--- src/rtl/vrt_pkg.sv ---
// Package for the voxel ray walker: shared constants, result kinds and FSM states.
// Used by every module under rtl; depends on nothing.
package vrt_pkg;

    localparam int IN_COORD_W = 32;
    localparam int TIME_W = 32;
    localparam int DEF_COORD_INT_BITS = 24;
    localparam int DEF_COORD_FRAC_BITS = 8;
    localparam int DEF_TIME_FRAC_BITS = 16;

    typedef enum logic [1:0] {
        KIND_QUERY = 2'd0,
        KIND_HIT   = 2'd1,
        KIND_MISS  = 2'd2
    } kind_t;

    typedef enum logic [0:0] {
        REQ_START  = 1'b0,
        REQ_ANSWER = 1'b1
    } req_t;

    typedef enum logic [1:0] {
        ST_IDLE  = 2'd0,
        ST_SETUP = 2'd1,
        ST_DIV   = 2'd2
    } state_t;

    typedef struct packed {
        logic div_start;
        logic axis_init;
        logic div_write;
        logic inf_write;
        logic advance;
        logic emit_query;
        logic answer;
    } ctl_t;

endpackage

--- src/rtl/vrt_div.sv ---
// Bit-serial restoring divider, one quotient bit per cycle, 32-bit saturated quotient.
// Depends on vrt_pkg.
module vrt_div #(
    parameter int NUM_W = 25
) (
    input  logic                       clk,
    input  logic                       rst_n,
    input  logic                       start,
    input  logic [NUM_W-1:0]           num,
    input  logic [32:0]                den,
    output logic                       done,
    output logic [vrt_pkg::TIME_W-1:0] quo
);

    localparam int CNT_W = $clog2(NUM_W + 1);

    logic [NUM_W-1:0]  n_reg, n_next;
    logic [NUM_W-1:0]  q_reg, q_next;
    logic [32:0]       rem_reg, rem_next;
    logic [32:0]       den_reg, den_next;
    logic [CNT_W-1:0]  cnt_reg, cnt_next;
    logic              busy_reg, busy_next;
    logic              done_reg, done_next;
    logic [33:0]       shifted;
    logic [34:0]       diff;
    logic [NUM_W+31:0] q_ext;

    assign shifted = {rem_reg, n_reg[NUM_W-1]};
    assign diff    = {1'b0, shifted} - {2'b00, den_reg};
    assign q_ext   = {32'd0, q_reg};

    always_comb
    begin
        n_next    = n_reg;
        q_next    = q_reg;
        rem_next  = rem_reg;
        den_next  = den_reg;
        cnt_next  = cnt_reg;
        busy_next = busy_reg;
        done_next = 1'b0;
        if (start)
        begin
            n_next    = num;
            q_next    = '0;
            rem_next  = '0;
            den_next  = den;
            cnt_next  = CNT_W'(NUM_W);
            busy_next = 1'b1;
        end
        else if (busy_reg)
        begin
            if (!diff[34])
                rem_next = diff[32:0];
            else
                rem_next = shifted[32:0];
            q_next   = {q_reg[NUM_W-2:0], ~diff[34]};
            n_next   = {n_reg[NUM_W-2:0], 1'b0};
            cnt_next = cnt_reg - CNT_W'(1);
            if (cnt_reg == CNT_W'(1))
            begin
                busy_next = 1'b0;
                done_next = 1'b1;
            end
        end
    end

    always_ff @(posedge clk or negedge rst_n)
    begin
        if (!rst_n)
        begin
            busy_reg <= 1'b0;
            done_reg <= 1'b0;
            cnt_reg  <= '0;
        end
        else
        begin
            busy_reg <= busy_next;
            done_reg <= done_next;
            cnt_reg  <= cnt_next;
        end
    end

    always_ff @(posedge clk)
    begin
        n_reg   <= n_next;
        q_reg   <= q_next;
        rem_reg <= rem_next;
        den_reg <= den_next;
    end

    assign done = done_reg;
    assign quo  = (q_ext[NUM_W+31:32] != '0) ? '1 : q_ext[31:0];

endmodule

--- src/rtl/vrt_step.sv ---
// One walk step: picks the axis with least t_next, saturating advance, entry time, end check.
// Depends on vrt_pkg.
module vrt_step #(
    parameter int TIME_FRAC_BITS = vrt_pkg::DEF_TIME_FRAC_BITS
) (
    input  logic [2:0][vrt_pkg::TIME_W-1:0] t_next,
    input  logic [2:0][vrt_pkg::TIME_W-1:0] t_step,
    output logic [1:0]                      axis,
    output logic [vrt_pkg::TIME_W-1:0]      t_new,
    output logic [TIME_FRAC_BITS:0]         entry,
    output logic                            done
);

    localparam logic [vrt_pkg::TIME_W-1:0] T_ONE = vrt_pkg::TIME_W'(1) << TIME_FRAC_BITS;

    logic [vrt_pkg::TIME_W:0]   sum;
    logic [vrt_pkg::TIME_W-1:0] t_sel;
    logic [2:0]                 beyond;

    always_comb
    begin
        if (t_next[0] < t_next[1])
            axis = (t_next[0] < t_next[2]) ? 2'd0 : 2'd2;
        else
            axis = (t_next[1] < t_next[2]) ? 2'd1 : 2'd2;
        t_sel = t_next[axis];
        sum   = {1'b0, t_sel} + {1'b0, t_step[axis]};
        t_new = sum[vrt_pkg::TIME_W] ? '1 : sum[vrt_pkg::TIME_W-1:0];
        entry = (t_sel > T_ONE) ? T_ONE[TIME_FRAC_BITS:0] : t_sel[TIME_FRAC_BITS:0];
        for (int a = 0; a < 3; a++)
            beyond[a] = ((a == int'(axis)) ? t_new : t_next[a]) > T_ONE;
        done = &beyond;
    end

endmodule

--- src/rtl/voxel_ray_traversal.sv ---
// Top level of the voxel ray walker: stream ports, control FSM, walk state, output register.
// Depends on vrt_pkg, vrt_div and vrt_step.
//
// Input stream s_*: tuser[0] is the request type (start a ray or answer the last query).
// A start transfer carries both ray end points; an answer carries loaded/occupied flags.
// Output stream m_*: tuser holds the result kind (query, hit or miss); tdata the voxel,
// hit time and entry normal. Every start gives one query; every answer during a walk gives
// a query, a hit or a miss; an answer with no walk running gives nothing.
// Setup: a start runs six serial divisions (step and next time per axis) in the shared
// divider; an axis with zero span skips its divisions. An answer is resolved
// combinationally, and its result shows in the output register on the next cycle.
// One item at a time: s_tready is high only with no walk setup under way and the output
// register empty, so a receiver stall on m_* holds the result and blocks new input.
// Reset clears the walk, empties the output register and sets all times to infinity.
module voxel_ray_traversal #(
    parameter int COORD_INT_BITS  = vrt_pkg::DEF_COORD_INT_BITS,
    parameter int COORD_FRAC_BITS = vrt_pkg::DEF_COORD_FRAC_BITS,
    parameter int TIME_FRAC_BITS  = vrt_pkg::DEF_TIME_FRAC_BITS,
    localparam int S_DATA_W = 200,
    localparam int M_RAW_W  = 3 * COORD_INT_BITS + TIME_FRAC_BITS + 8,
    localparam int M_DATA_W = ((M_RAW_W + 7) / 8) * 8
) (
    input  logic                clk,
    input  logic                rst_n,
    input  logic                s_tvalid,
    output logic                s_tready,
    // start_x, start_y, start_z, end_x, end_y, end_z, voxel_loaded, voxel_occupied
    input  logic [S_DATA_W-1:0] s_tdata,
    // req_type
    input  logic [0:0]          s_tuser,
    output logic                m_tvalid,
    input  logic                m_tready,
    // voxel_x, voxel_y, voxel_z, hit_time, normal_valid, normal_x, normal_y, normal_z
    output logic [M_DATA_W-1:0] m_tdata,
    // result_kind
    output logic [1:0]          m_tuser
);

    localparam int CW    = vrt_pkg::IN_COORD_W;
    localparam int IW    = COORD_INT_BITS;
    localparam int TW    = vrt_pkg::TIME_W;
    localparam int HW    = TIME_FRAC_BITS + 1;
    localparam int NUM_W = COORD_FRAC_BITS + TIME_FRAC_BITS + 1;

    vrt_pkg::state_t state_reg, state_next;
    vrt_pkg::ctl_t   ctl;

    logic [1:0]              ax_reg, ax_next;
    logic                    phase_reg, phase_next;
    logic [2:0][CW-1:0]      start_reg, start_next;
    logic [2:0][CW-1:0]      end_reg, end_next;
    logic                    active_reg, active_next;
    logic [2:0][IW-1:0]      cur_reg, cur_next;
    logic [2:0][IW-1:0]      prev_reg, prev_next;
    logic [2:0][IW-1:0]      origin_reg, origin_next;
    logic [2:0][1:0]         step_reg, step_next;
    logic [2:0][TW-1:0]      tn_reg, tn_next;
    logic [2:0][TW-1:0]      ts_reg, ts_next;
    logic [HW-1:0]           entry_reg, entry_next;

    logic                    ovalid_reg, ovalid_next;
    vrt_pkg::kind_t          okind_reg, okind_next;
    logic [2:0][IW-1:0]      ovox_reg, ovox_next;
    logic [HW-1:0]           otime_reg, otime_next;
    logic                    onv_reg, onv_next;
    logic [2:0][1:0]         onrm_reg, onrm_next;

    logic                    in_xfer;
    logic                    is_start;
    logic                    ans_loaded;
    logic                    ans_occupied;
    logic [CW-1:0]           s_sel;
    logic [CW-1:0]           e_sel;
    logic [CW:0]             d;
    logic                    d_zero;
    logic [CW:0]             mag;
    logic [COORD_FRAC_BITS:0] frac;
    logic [COORD_FRAC_BITS:0] bound_gap;
    logic [NUM_W-1:0]        num;
    logic [CW-1:0]           floor_s;
    logic                    div_done;
    logic [TW-1:0]           div_quo;
    logic [1:0]              st_axis;
    logic [TW-1:0]           st_tnew;
    logic [HW-1:0]           st_entry;
    logic                    st_done;
    logic                    at_origin;
    logic [1:0]              nrm_a;

    assign s_tready     = (state_reg == vrt_pkg::ST_IDLE) && !ovalid_reg;
    assign in_xfer      = s_tvalid && s_tready;
    assign is_start     = (s_tuser[0] == vrt_pkg::REQ_START);
    assign ans_loaded   = s_tdata[6*CW];
    assign ans_occupied = s_tdata[6*CW+1];

    assign s_sel     = start_reg[ax_reg];
    assign e_sel     = end_reg[ax_reg];
    assign d         = {e_sel[CW-1], e_sel} - {s_sel[CW-1], s_sel};
    assign d_zero    = (d == '0);
    assign mag       = d[CW] ? -d : d;
    assign frac      = {1'b0, s_sel[COORD_FRAC_BITS-1:0]};
    assign bound_gap = d[CW] ? frac : ((COORD_FRAC_BITS+1)'(1) << COORD_FRAC_BITS) - frac;
    assign num       = phase_reg ? {bound_gap, TIME_FRAC_BITS'(0)}
                                 : (NUM_W'(1) << (COORD_FRAC_BITS + TIME_FRAC_BITS));
    assign floor_s   = CW'($signed(s_sel) >>> COORD_FRAC_BITS);

    vrt_div #(
        .NUM_W (NUM_W)
    ) u_div (
        .clk   (clk),
        .rst_n (rst_n),
        .start (ctl.div_start),
        .num   (num),
        .den   (mag),
        .done  (div_done),
        .quo   (div_quo)
    );

    vrt_step #(
        .TIME_FRAC_BITS (TIME_FRAC_BITS)
    ) u_step (
        .t_next (tn_reg),
        .t_step (ts_reg),
        .axis   (st_axis),
        .t_new  (st_tnew),
        .entry  (st_entry),
        .done   (st_done)
    );

    always_comb
    begin
        state_next = state_reg;
        case (state_reg)
            vrt_pkg::ST_IDLE:
            begin
                if (in_xfer && is_start)
                    state_next = vrt_pkg::ST_SETUP;
            end
            vrt_pkg::ST_SETUP:
            begin
                if (!d_zero)
                    state_next = vrt_pkg::ST_DIV;
                else if (ax_reg == 2'd2)
                    state_next = vrt_pkg::ST_IDLE;
            end
            vrt_pkg::ST_DIV:
            begin
                if (div_done)
                begin
                    if (!phase_reg || ax_reg != 2'd2)
                        state_next = vrt_pkg::ST_SETUP;
                    else
                        state_next = vrt_pkg::ST_IDLE;
                end
            end
            default:
                state_next = vrt_pkg::ST_IDLE;
        endcase
    end

    always_comb
    begin
        ctl = '0;
        case (state_reg)
            vrt_pkg::ST_IDLE:
                ctl.answer = in_xfer && !is_start && active_reg;
            vrt_pkg::ST_SETUP:
            begin
                ctl.axis_init  = !phase_reg;
                ctl.div_start  = !d_zero;
                ctl.inf_write  = d_zero;
                ctl.advance    = d_zero;
                ctl.emit_query = d_zero && ax_reg == 2'd2;
            end
            vrt_pkg::ST_DIV:
            begin
                ctl.div_write  = div_done;
                ctl.advance    = div_done && phase_reg;
                ctl.emit_query = div_done && phase_reg && ax_reg == 2'd2;
            end
            default:
                ctl = '0;
        endcase
    end

    always_comb
    begin
        ax_next     = ax_reg;
        phase_next  = phase_reg;
        start_next  = start_reg;
        end_next    = end_reg;
        active_next = active_reg;
        cur_next    = cur_reg;
        prev_next   = prev_reg;
        origin_next = origin_reg;
        step_next   = step_reg;
        tn_next     = tn_reg;
        ts_next     = ts_reg;
        entry_next  = entry_reg;
        ovalid_next = ovalid_reg && !m_tready;
        okind_next  = okind_reg;
        ovox_next   = ovox_reg;
        otime_next  = otime_reg;
        onv_next    = onv_reg;
        onrm_next   = onrm_reg;
        at_origin   = (cur_reg == origin_reg);
        nrm_a       = '0;

        if (in_xfer && is_start)
        begin
            for (int a = 0; a < 3; a++)
            begin
                start_next[a] = s_tdata[a*CW +: CW];
                end_next[a]   = s_tdata[(a+3)*CW +: CW];
            end
            ax_next     = 2'd0;
            phase_next  = 1'b0;
            active_next = 1'b0;
        end

        if (ctl.axis_init)
        begin
            origin_next[ax_reg] = floor_s[IW-1:0];
            cur_next[ax_reg]    = floor_s[IW-1:0];
            prev_next[ax_reg]   = floor_s[IW-1:0];
            step_next[ax_reg]   = d_zero ? 2'b00 : (d[CW] ? 2'b11 : 2'b01);
        end
        if (ctl.inf_write)
        begin
            tn_next[ax_reg] = '1;
            ts_next[ax_reg] = '1;
        end
        if (ctl.div_write)
        begin
            if (phase_reg)
                tn_next[ax_reg] = div_quo;
            else
                ts_next[ax_reg] = div_quo;
            phase_next = 1'b1;
        end
        if (ctl.advance)
        begin
            ax_next    = ax_reg + 2'd1;
            phase_next = 1'b0;
        end
        if (ctl.emit_query)
        begin
            entry_next  = '0;
            active_next = 1'b1;
            ovalid_next = 1'b1;
            okind_next  = vrt_pkg::KIND_QUERY;
            ovox_next   = cur_next;
            otime_next  = '0;
            onv_next    = 1'b0;
            onrm_next   = '0;
        end

        if (ctl.answer)
        begin
            ovalid_next = 1'b1;
            ovox_next   = '0;
            otime_next  = '0;
            onv_next    = 1'b0;
            onrm_next   = '0;
            if (!ans_loaded)
            begin
                active_next = 1'b0;
                okind_next  = vrt_pkg::KIND_MISS;
            end
            else if (ans_occupied)
            begin
                active_next = 1'b0;
                okind_next  = vrt_pkg::KIND_HIT;
                ovox_next   = cur_reg;
                if (!at_origin)
                begin
                    otime_next = entry_reg;
                    onv_next   = 1'b1;
                    for (int a = 0; a < 3; a++)
                        onrm_next[a] = prev_reg[a][1:0] - cur_reg[a][1:0];
                end
            end
            else
            begin
                prev_next          = cur_reg;
                entry_next         = st_entry;
                nrm_a              = step_reg[st_axis];
                cur_next[st_axis]  = cur_reg[st_axis] + {{(IW-2){nrm_a[1]}}, nrm_a};
                tn_next[st_axis]   = st_tnew;
                if (st_done)
                begin
                    active_next = 1'b0;
                    okind_next  = vrt_pkg::KIND_MISS;
                end
                else
                begin
                    okind_next = vrt_pkg::KIND_QUERY;
                    ovox_next  = cur_next;
                end
            end
        end
    end

    always_ff @(posedge clk or negedge rst_n)
    begin
        if (!rst_n)
        begin
            state_reg  <= vrt_pkg::ST_IDLE;
            ax_reg     <= '0;
            phase_reg  <= 1'b0;
            active_reg <= 1'b0;
            cur_reg    <= '0;
            prev_reg   <= '0;
            origin_reg <= '0;
            step_reg   <= '0;
            tn_reg     <= '1;
            ts_reg     <= '1;
            entry_reg  <= '0;
            ovalid_reg <= 1'b0;
        end
        else
        begin
            state_reg  <= state_next;
            ax_reg     <= ax_next;
            phase_reg  <= phase_next;
            active_reg <= active_next;
            cur_reg    <= cur_next;
            prev_reg   <= prev_next;
            origin_reg <= origin_next;
            step_reg   <= step_next;
            tn_reg     <= tn_next;
            ts_reg     <= ts_next;
            entry_reg  <= entry_next;
            ovalid_reg <= ovalid_next;
        end
    end

    always_ff @(posedge clk)
    begin
        start_reg <= start_next;
        end_reg   <= end_next;
        okind_reg <= okind_next;
        ovox_reg  <= ovox_next;
        otime_reg <= otime_next;
        onv_reg   <= onv_next;
        onrm_reg  <= onrm_next;
    end

    assign m_tvalid = ovalid_reg;
    assign m_tuser  = okind_reg;
    assign m_tdata  = M_DATA_W'({onrm_reg[2], onrm_reg[1], onrm_reg[0], onv_reg, otime_reg,
                                 ovox_reg[2], ovox_reg[1], ovox_reg[0]});

endmodule

--- config.mk ---
export PLATFORM = sky130hd
export DESIGN_NAME = voxel_ray_traversal
export DESIGN_NICKNAME = d
export VERILOG_FILES = /design/src/rtl/vrt_pkg.sv /design/src/rtl/vrt_div.sv /design/src/rtl/vrt_step.sv /design/src/rtl/voxel_ray_traversal.sv
export SDC_FILE = /design/constraint.sdc
export NUM_CORES = 2
export LEC_CHECK = 0
export ABC_AREA = 1
export BUFFER_PORTS_ARGS = -buffer_cell sky130_fd_sc_hd__buf_2
export CAP_MARGIN = 20
export CORE_MARGIN = 2
export CORE_UTILIZATION = 44
export DETAILED_ROUTE_END_ITERATION = 6
export PLACE_DENSITY = 0.58
export SLEW_MARGIN = 25
export SYNTH_ARGS = -nofsm -noshare
export SYNTH_HDL_FRONTEND = slang
export SYNTH_SLANG_ARGS = --single-unit
--- constraint.sdc ---
create_clock -name clk -period 12.7 [get_ports clk]
set_input_delay 2.54 -clock clk [delete_from_list [all_inputs] [get_ports clk]]
set_output_delay 2.54 -clock clk [all_outputs]
set_load 0.005 [all_outputs]
Word-level counts from Yosys, hierarchy flattened --
Cells that the tools add are included. W data, S select, Z words.
Storage, ports and cells: logic and storage cells 233, register bits 851, output and inout bits 100, input port bits 205
Operators by class: bitwise gates (word level) 4, equal/unequal tests 11, $add $sub $neg 11, reduce and logical (&&, ||, !) cells 25, muxes and demuxes 124, magnitude comparators 11
Operator list (count):
- $mux W72 | 13
- $mux W96 | 9
- $mux W32 | 11
- $bwmux W72 | 4
- $bwmux W96 | 3
- $bmux W32 S2 | 4
- $or A96 B96 Y96 | 2
- $mux W17 | 10
- $demux W32 S2 | 2
- $gt A32 B17 Y1 const B | 4
- $demux W24 S2 | 2
- $lt A32 B32 Y1 | 3
- $mux W25 | 3
- $eq A72 B72 Y1 | 1
- $mux W24 | 3
- $bmux W24 S2 | 1
- $mux W2 | 19
- $sub A34 B33 Y35 | 1
- $add A32 B32 Y33 | 1
- $logic_not A33 Y1 | 1
- $mux W33 | 1
- $neg A33 Y33 | 1
- $sub A32 B32 Y33 | 1
- $mux W6 | 5
- 30 further kinds | 81

Logic depth before layout (Yosys ltp) --
depth in word-level cells 14, depth in mapped cells 46, mapped depth without buffers 43

Cells and area by module --
A second synthesis with hierarchy kept.
Second synthesis, totals: cells, all modules 7501, area total of the unflattened synthesis 52843.2 µm²
Modules (own cells, without submodules):
- voxel_ray_traversal | area each 38478.2 µm², seq. area each 18257.5 µm², times used 1, cells each 5145
- vrt_div | area each 7511.0 µm², seq. area each 3078.0 µm², times used 1, cells each 1067
- vrt_step | area each 6854.1 µm², seq. area each 0.0 µm², times used 1, cells each 1289

Worst setup path before layout --
Ideal clock, no wire load.
path type input-to-reg, start in s_tvalid, end reg state_reg[0], library setup time 125 ps, arrival 11918 ps, path buffers 0, required time 12575 ps, path slack 657 ps, stages 6, cells stage by stage nand2_1 > nor2_1 > inv_1 > nand2_1 > o221ai_1 > mux2_2
Between the ends: cells in the longest elaborated chain, start to end 4
Ends and longest elaborated chain:
- start, declared | line voxel_ray_traversal.sv:25 | input logic s_tvalid,
- $logic_and A1 B1 Y1 | line voxel_ray_traversal.sv:91 | assign in_xfer = s_tvalid && s_tready;
- $logic_and A1 B1 Y1 | line voxel_ray_traversal.sv:136 | if (in_xfer && is_start)
- $ne A2 B1 Y1 (no source line)
- $reduce_and A3 Y1 (no source line)
- end signal, assigned | line voxel_ray_traversal.sv:308 | state_reg <= vrt_pkg::ST_IDLE;
- end signal, assigned | line voxel_ray_traversal.sv:323 | state_reg <= state_next;
- end, declared | line voxel_ray_traversal.sv:45 | vrt_pkg::state_t state_reg, state_next;
Every way passes these cells. A chain may end at the register's enable or synchronous reset.

==> impl_metrics.toml <==
[critical_path]
cp-end-kind = "flip-flop"
cpMostUsedCell = "nand2_1"
cpPeakStageDelay_ns = 0.82
critical_path_required_ns = 13.30
r2r_slack_ns = 3.58
slowest_stage = "nor2_2"
start_kind = "flip-flop"
crit_type = "reg2reg"
crit_arrival_ns = 9.72
reg2reg_depth = 35
cp_max_fo = 63

[yosys]
synth-edff-count = 332
synth.top_cell.area_share_pct = 21.1
yosys-top-cells-area = "edfxtp_1, dfstp_2, nand2_1"
ys.warnings.count = 0
synth_area_sq_um = 47200
async_flop_share_pct = 49.3
syn_nets = 6436
yosysSeqAreaShare_pct = 44.2
yosys_most_used_dff = "edfxtp_1"
syn_inst = 5999
ys_ff_latch = 769
syn_area_per_cell_sq_um = 7.86
yosys.cell_types.count = 64
yosysTopAreaCell = "edfxtp_1"

[layout]
fin_area_sq_um = 53100
final_util_pct = 49.7
drive_gt1_share_pct = 13.5
final_cell_mix = "nand2_1, inv_1, o21ai_0"
nets = 6640
layout_commonest_cell = "nand2_1"
area_growth_pct = 12.6
fillerInstances = 10500

[placed_design]
dp_hpwl_microns = 115000
routabilityCongestion = 0.939
place_area_sq_um = 50000
port_buffers = 298

[route]
drt-initial-drc-count = 4060
via_per_inst = 5.55
totalWireLength_microns = 162000
firstDrtPassIters = 7
antenna_left = 0
num_vias = 42700
detail_route.wl_per_cell_microns = 21.1
drc = 0

[clock_tree]
cts_resized = 0
cts_tree = "done"
clockRootBuffer = "clkbuf_16"
cts_buffers = 88
clkSinkCount = 769
ctsHoldBuffers = 0
clock_path_buffers = 3
clkTransAtPathRegs_ns = 0.06
htreeDepth = 3
clk_latency_ns = 0.69
postCtsSetupRepairBufs = 0

[sta]
maxSlewViolCount = 0
slew_headroom_pct = 22.3
max_freq_mhz = 110
fin_crit_ns = 9.12
rsz0062_at_grt = "no"
fin_crit_sh_pct = 71.8
worst_slew_pin_slew_ns = 1.16
setup_tns_ns = 0
fin_skew_ns = 0.0382
finalHoldViolCount = 0
setup_viol = 0

[hold_path]
hold_depth = 2
hp-class = "reg2reg"

[global_route]
antenna_found_initial = 26
grt_pass1_vias = 40100
grt_pass1_wl_microns = 245000
grt_max_degree = 167
grt_use_total_pct = 28.9
globalRouteOverflowTotal = 0

[job]
drv_cap = 0

[power]
peakVddDrop_v = 0.000152
power.density_nw_per_um2 = 270
leakage_nw = 24.0
total_power_mw = 14.3

[die]
die-area_sq_um = 110000
fp.dieW_microns = 331
ios = 305
num_rows = 120
initial_core_util_pct = 44.2
fp.dieH_microns = 331
core_area_sq_um = 107000

[status]
status = "completed"
==> synthesized netlist by cell type (9+ instances only) <==
cell type	count
nand2_1	1344
inv_1	763
o21ai_0	606
nor2_1	498
a21oi_1	399
edfxtp_1	332
nand3_1	282
ha_1	228
clkbuf_1	200
dfstp_2	192
dfrtp_1	187
o22ai_1	91
o211ai_1	86
xor2_1	81
xnor2_1	74
or2_2	65
a31oi_1	64
nand4_1	59
dfxtp_1	58
nor3_1	37
nor4_1	32
o221ai_1	32
buf_2	29
o21ai_1	27
a32oi_1	26
buf_1	22
o21bai_1	18
a21o_1	13
buf_4	13
nand2_2	13
a21oi_2	11
o21a_1	11
a211oi_1	9
a22oi_1	9
o31ai_1	9
==> where the power goes <==
part | internal [mW] | leakage, nW | switching [mW]
clock network | 1.56 | 1.46 | 1.10
registers | 3.24 | 7.94 | 0.306
logic | 2.37 | 14.6 | 5.74
total | 7.17 | 24.0 | 7.15
==> final timing paths <==
check | from | end
hold reg to reg | u_div.rem_reg[23] | u_div.rem_reg[23]
setup / recovery | ax_reg[1] | tn_reg[11]
hold / removal | u_div.rem_reg[23] | u_div.rem_reg[23]
min in group asynchronous | rst_n | entry_reg[11]
setup reg to reg | ax_reg[1] | tn_reg[11]
max in group asynchronous | rst_n | cur_reg[11]
==> final cells by class <==
type                            instances  area (sq um)  share of cell area (%)
Multi-Input combinational cell       4182         22400                    42.1
Tap cell                             1403          1760                    3.31
Timing Repair Buffer                  383          2170                    4.10
Clock inverter                         45           522                   0.983
Clock buffer                          119          2470                    4.66
Inverter                              779          2930                    5.51
Sequential cell                       769         20900                    39.3
Antenna cell                           10          25.0                  0.0471
==> metrics by stage <==
step | setup WS [ns] | hold slack, ns | std cells
finish | 3.58 | 0.476 | 7690
floorplan | 0.657 | 0.445 | 5999
global placement | 2.89 | 0.461 | 7511
global route | 3.12 | 0.495 | 7686
detailed placement | 2.82 | 0.466 | 7512
CTS | 2.76 | 0.476 | 7676
==> critical path, delay by kind of cell, from the launching register on <==
| kind | cells | cell delay (ns) |
|---|---|---|
| adders and majority gates | 3 | 1.17 |
| AOI/OAI and AO/OA | 6 | 1.31 |
| and+or+nand+nor | 16 | 3.47 |
| xor gates and xnor gates | 1 | 0.32 |
| buffers and inverters | 9 | 2.17 |
| DFF | 1 | 0.48 |
==> layer usage <==
layer / vias up / track usage (%) / routed length (microns)
li1: 20500 / - / -
met1: 20200 / 41.1 / 72600
met4: 34 / 9.02 / 4580
met3: 258 / 7.73 / 16300
met5: - / 0 / 197
met2: 1690 / 42.7 / 68400
==> cells by family after synthesis <==
| logic type | share of synthesized area (%) |
|---|---|
| AND/OR/NAND/NOR | 20.8 |
| AO/OA/AOI/OAI | 17.2 |
| buffers and inverters | 8.61 |
| flip-flops | 44.2 |
| adder cells (fa/ha/maj) | 6.22 |
| XOR/XNOR | 2.95 |
| multiplexers | 0.0239 |
Power figures use the tool's default switching activity.
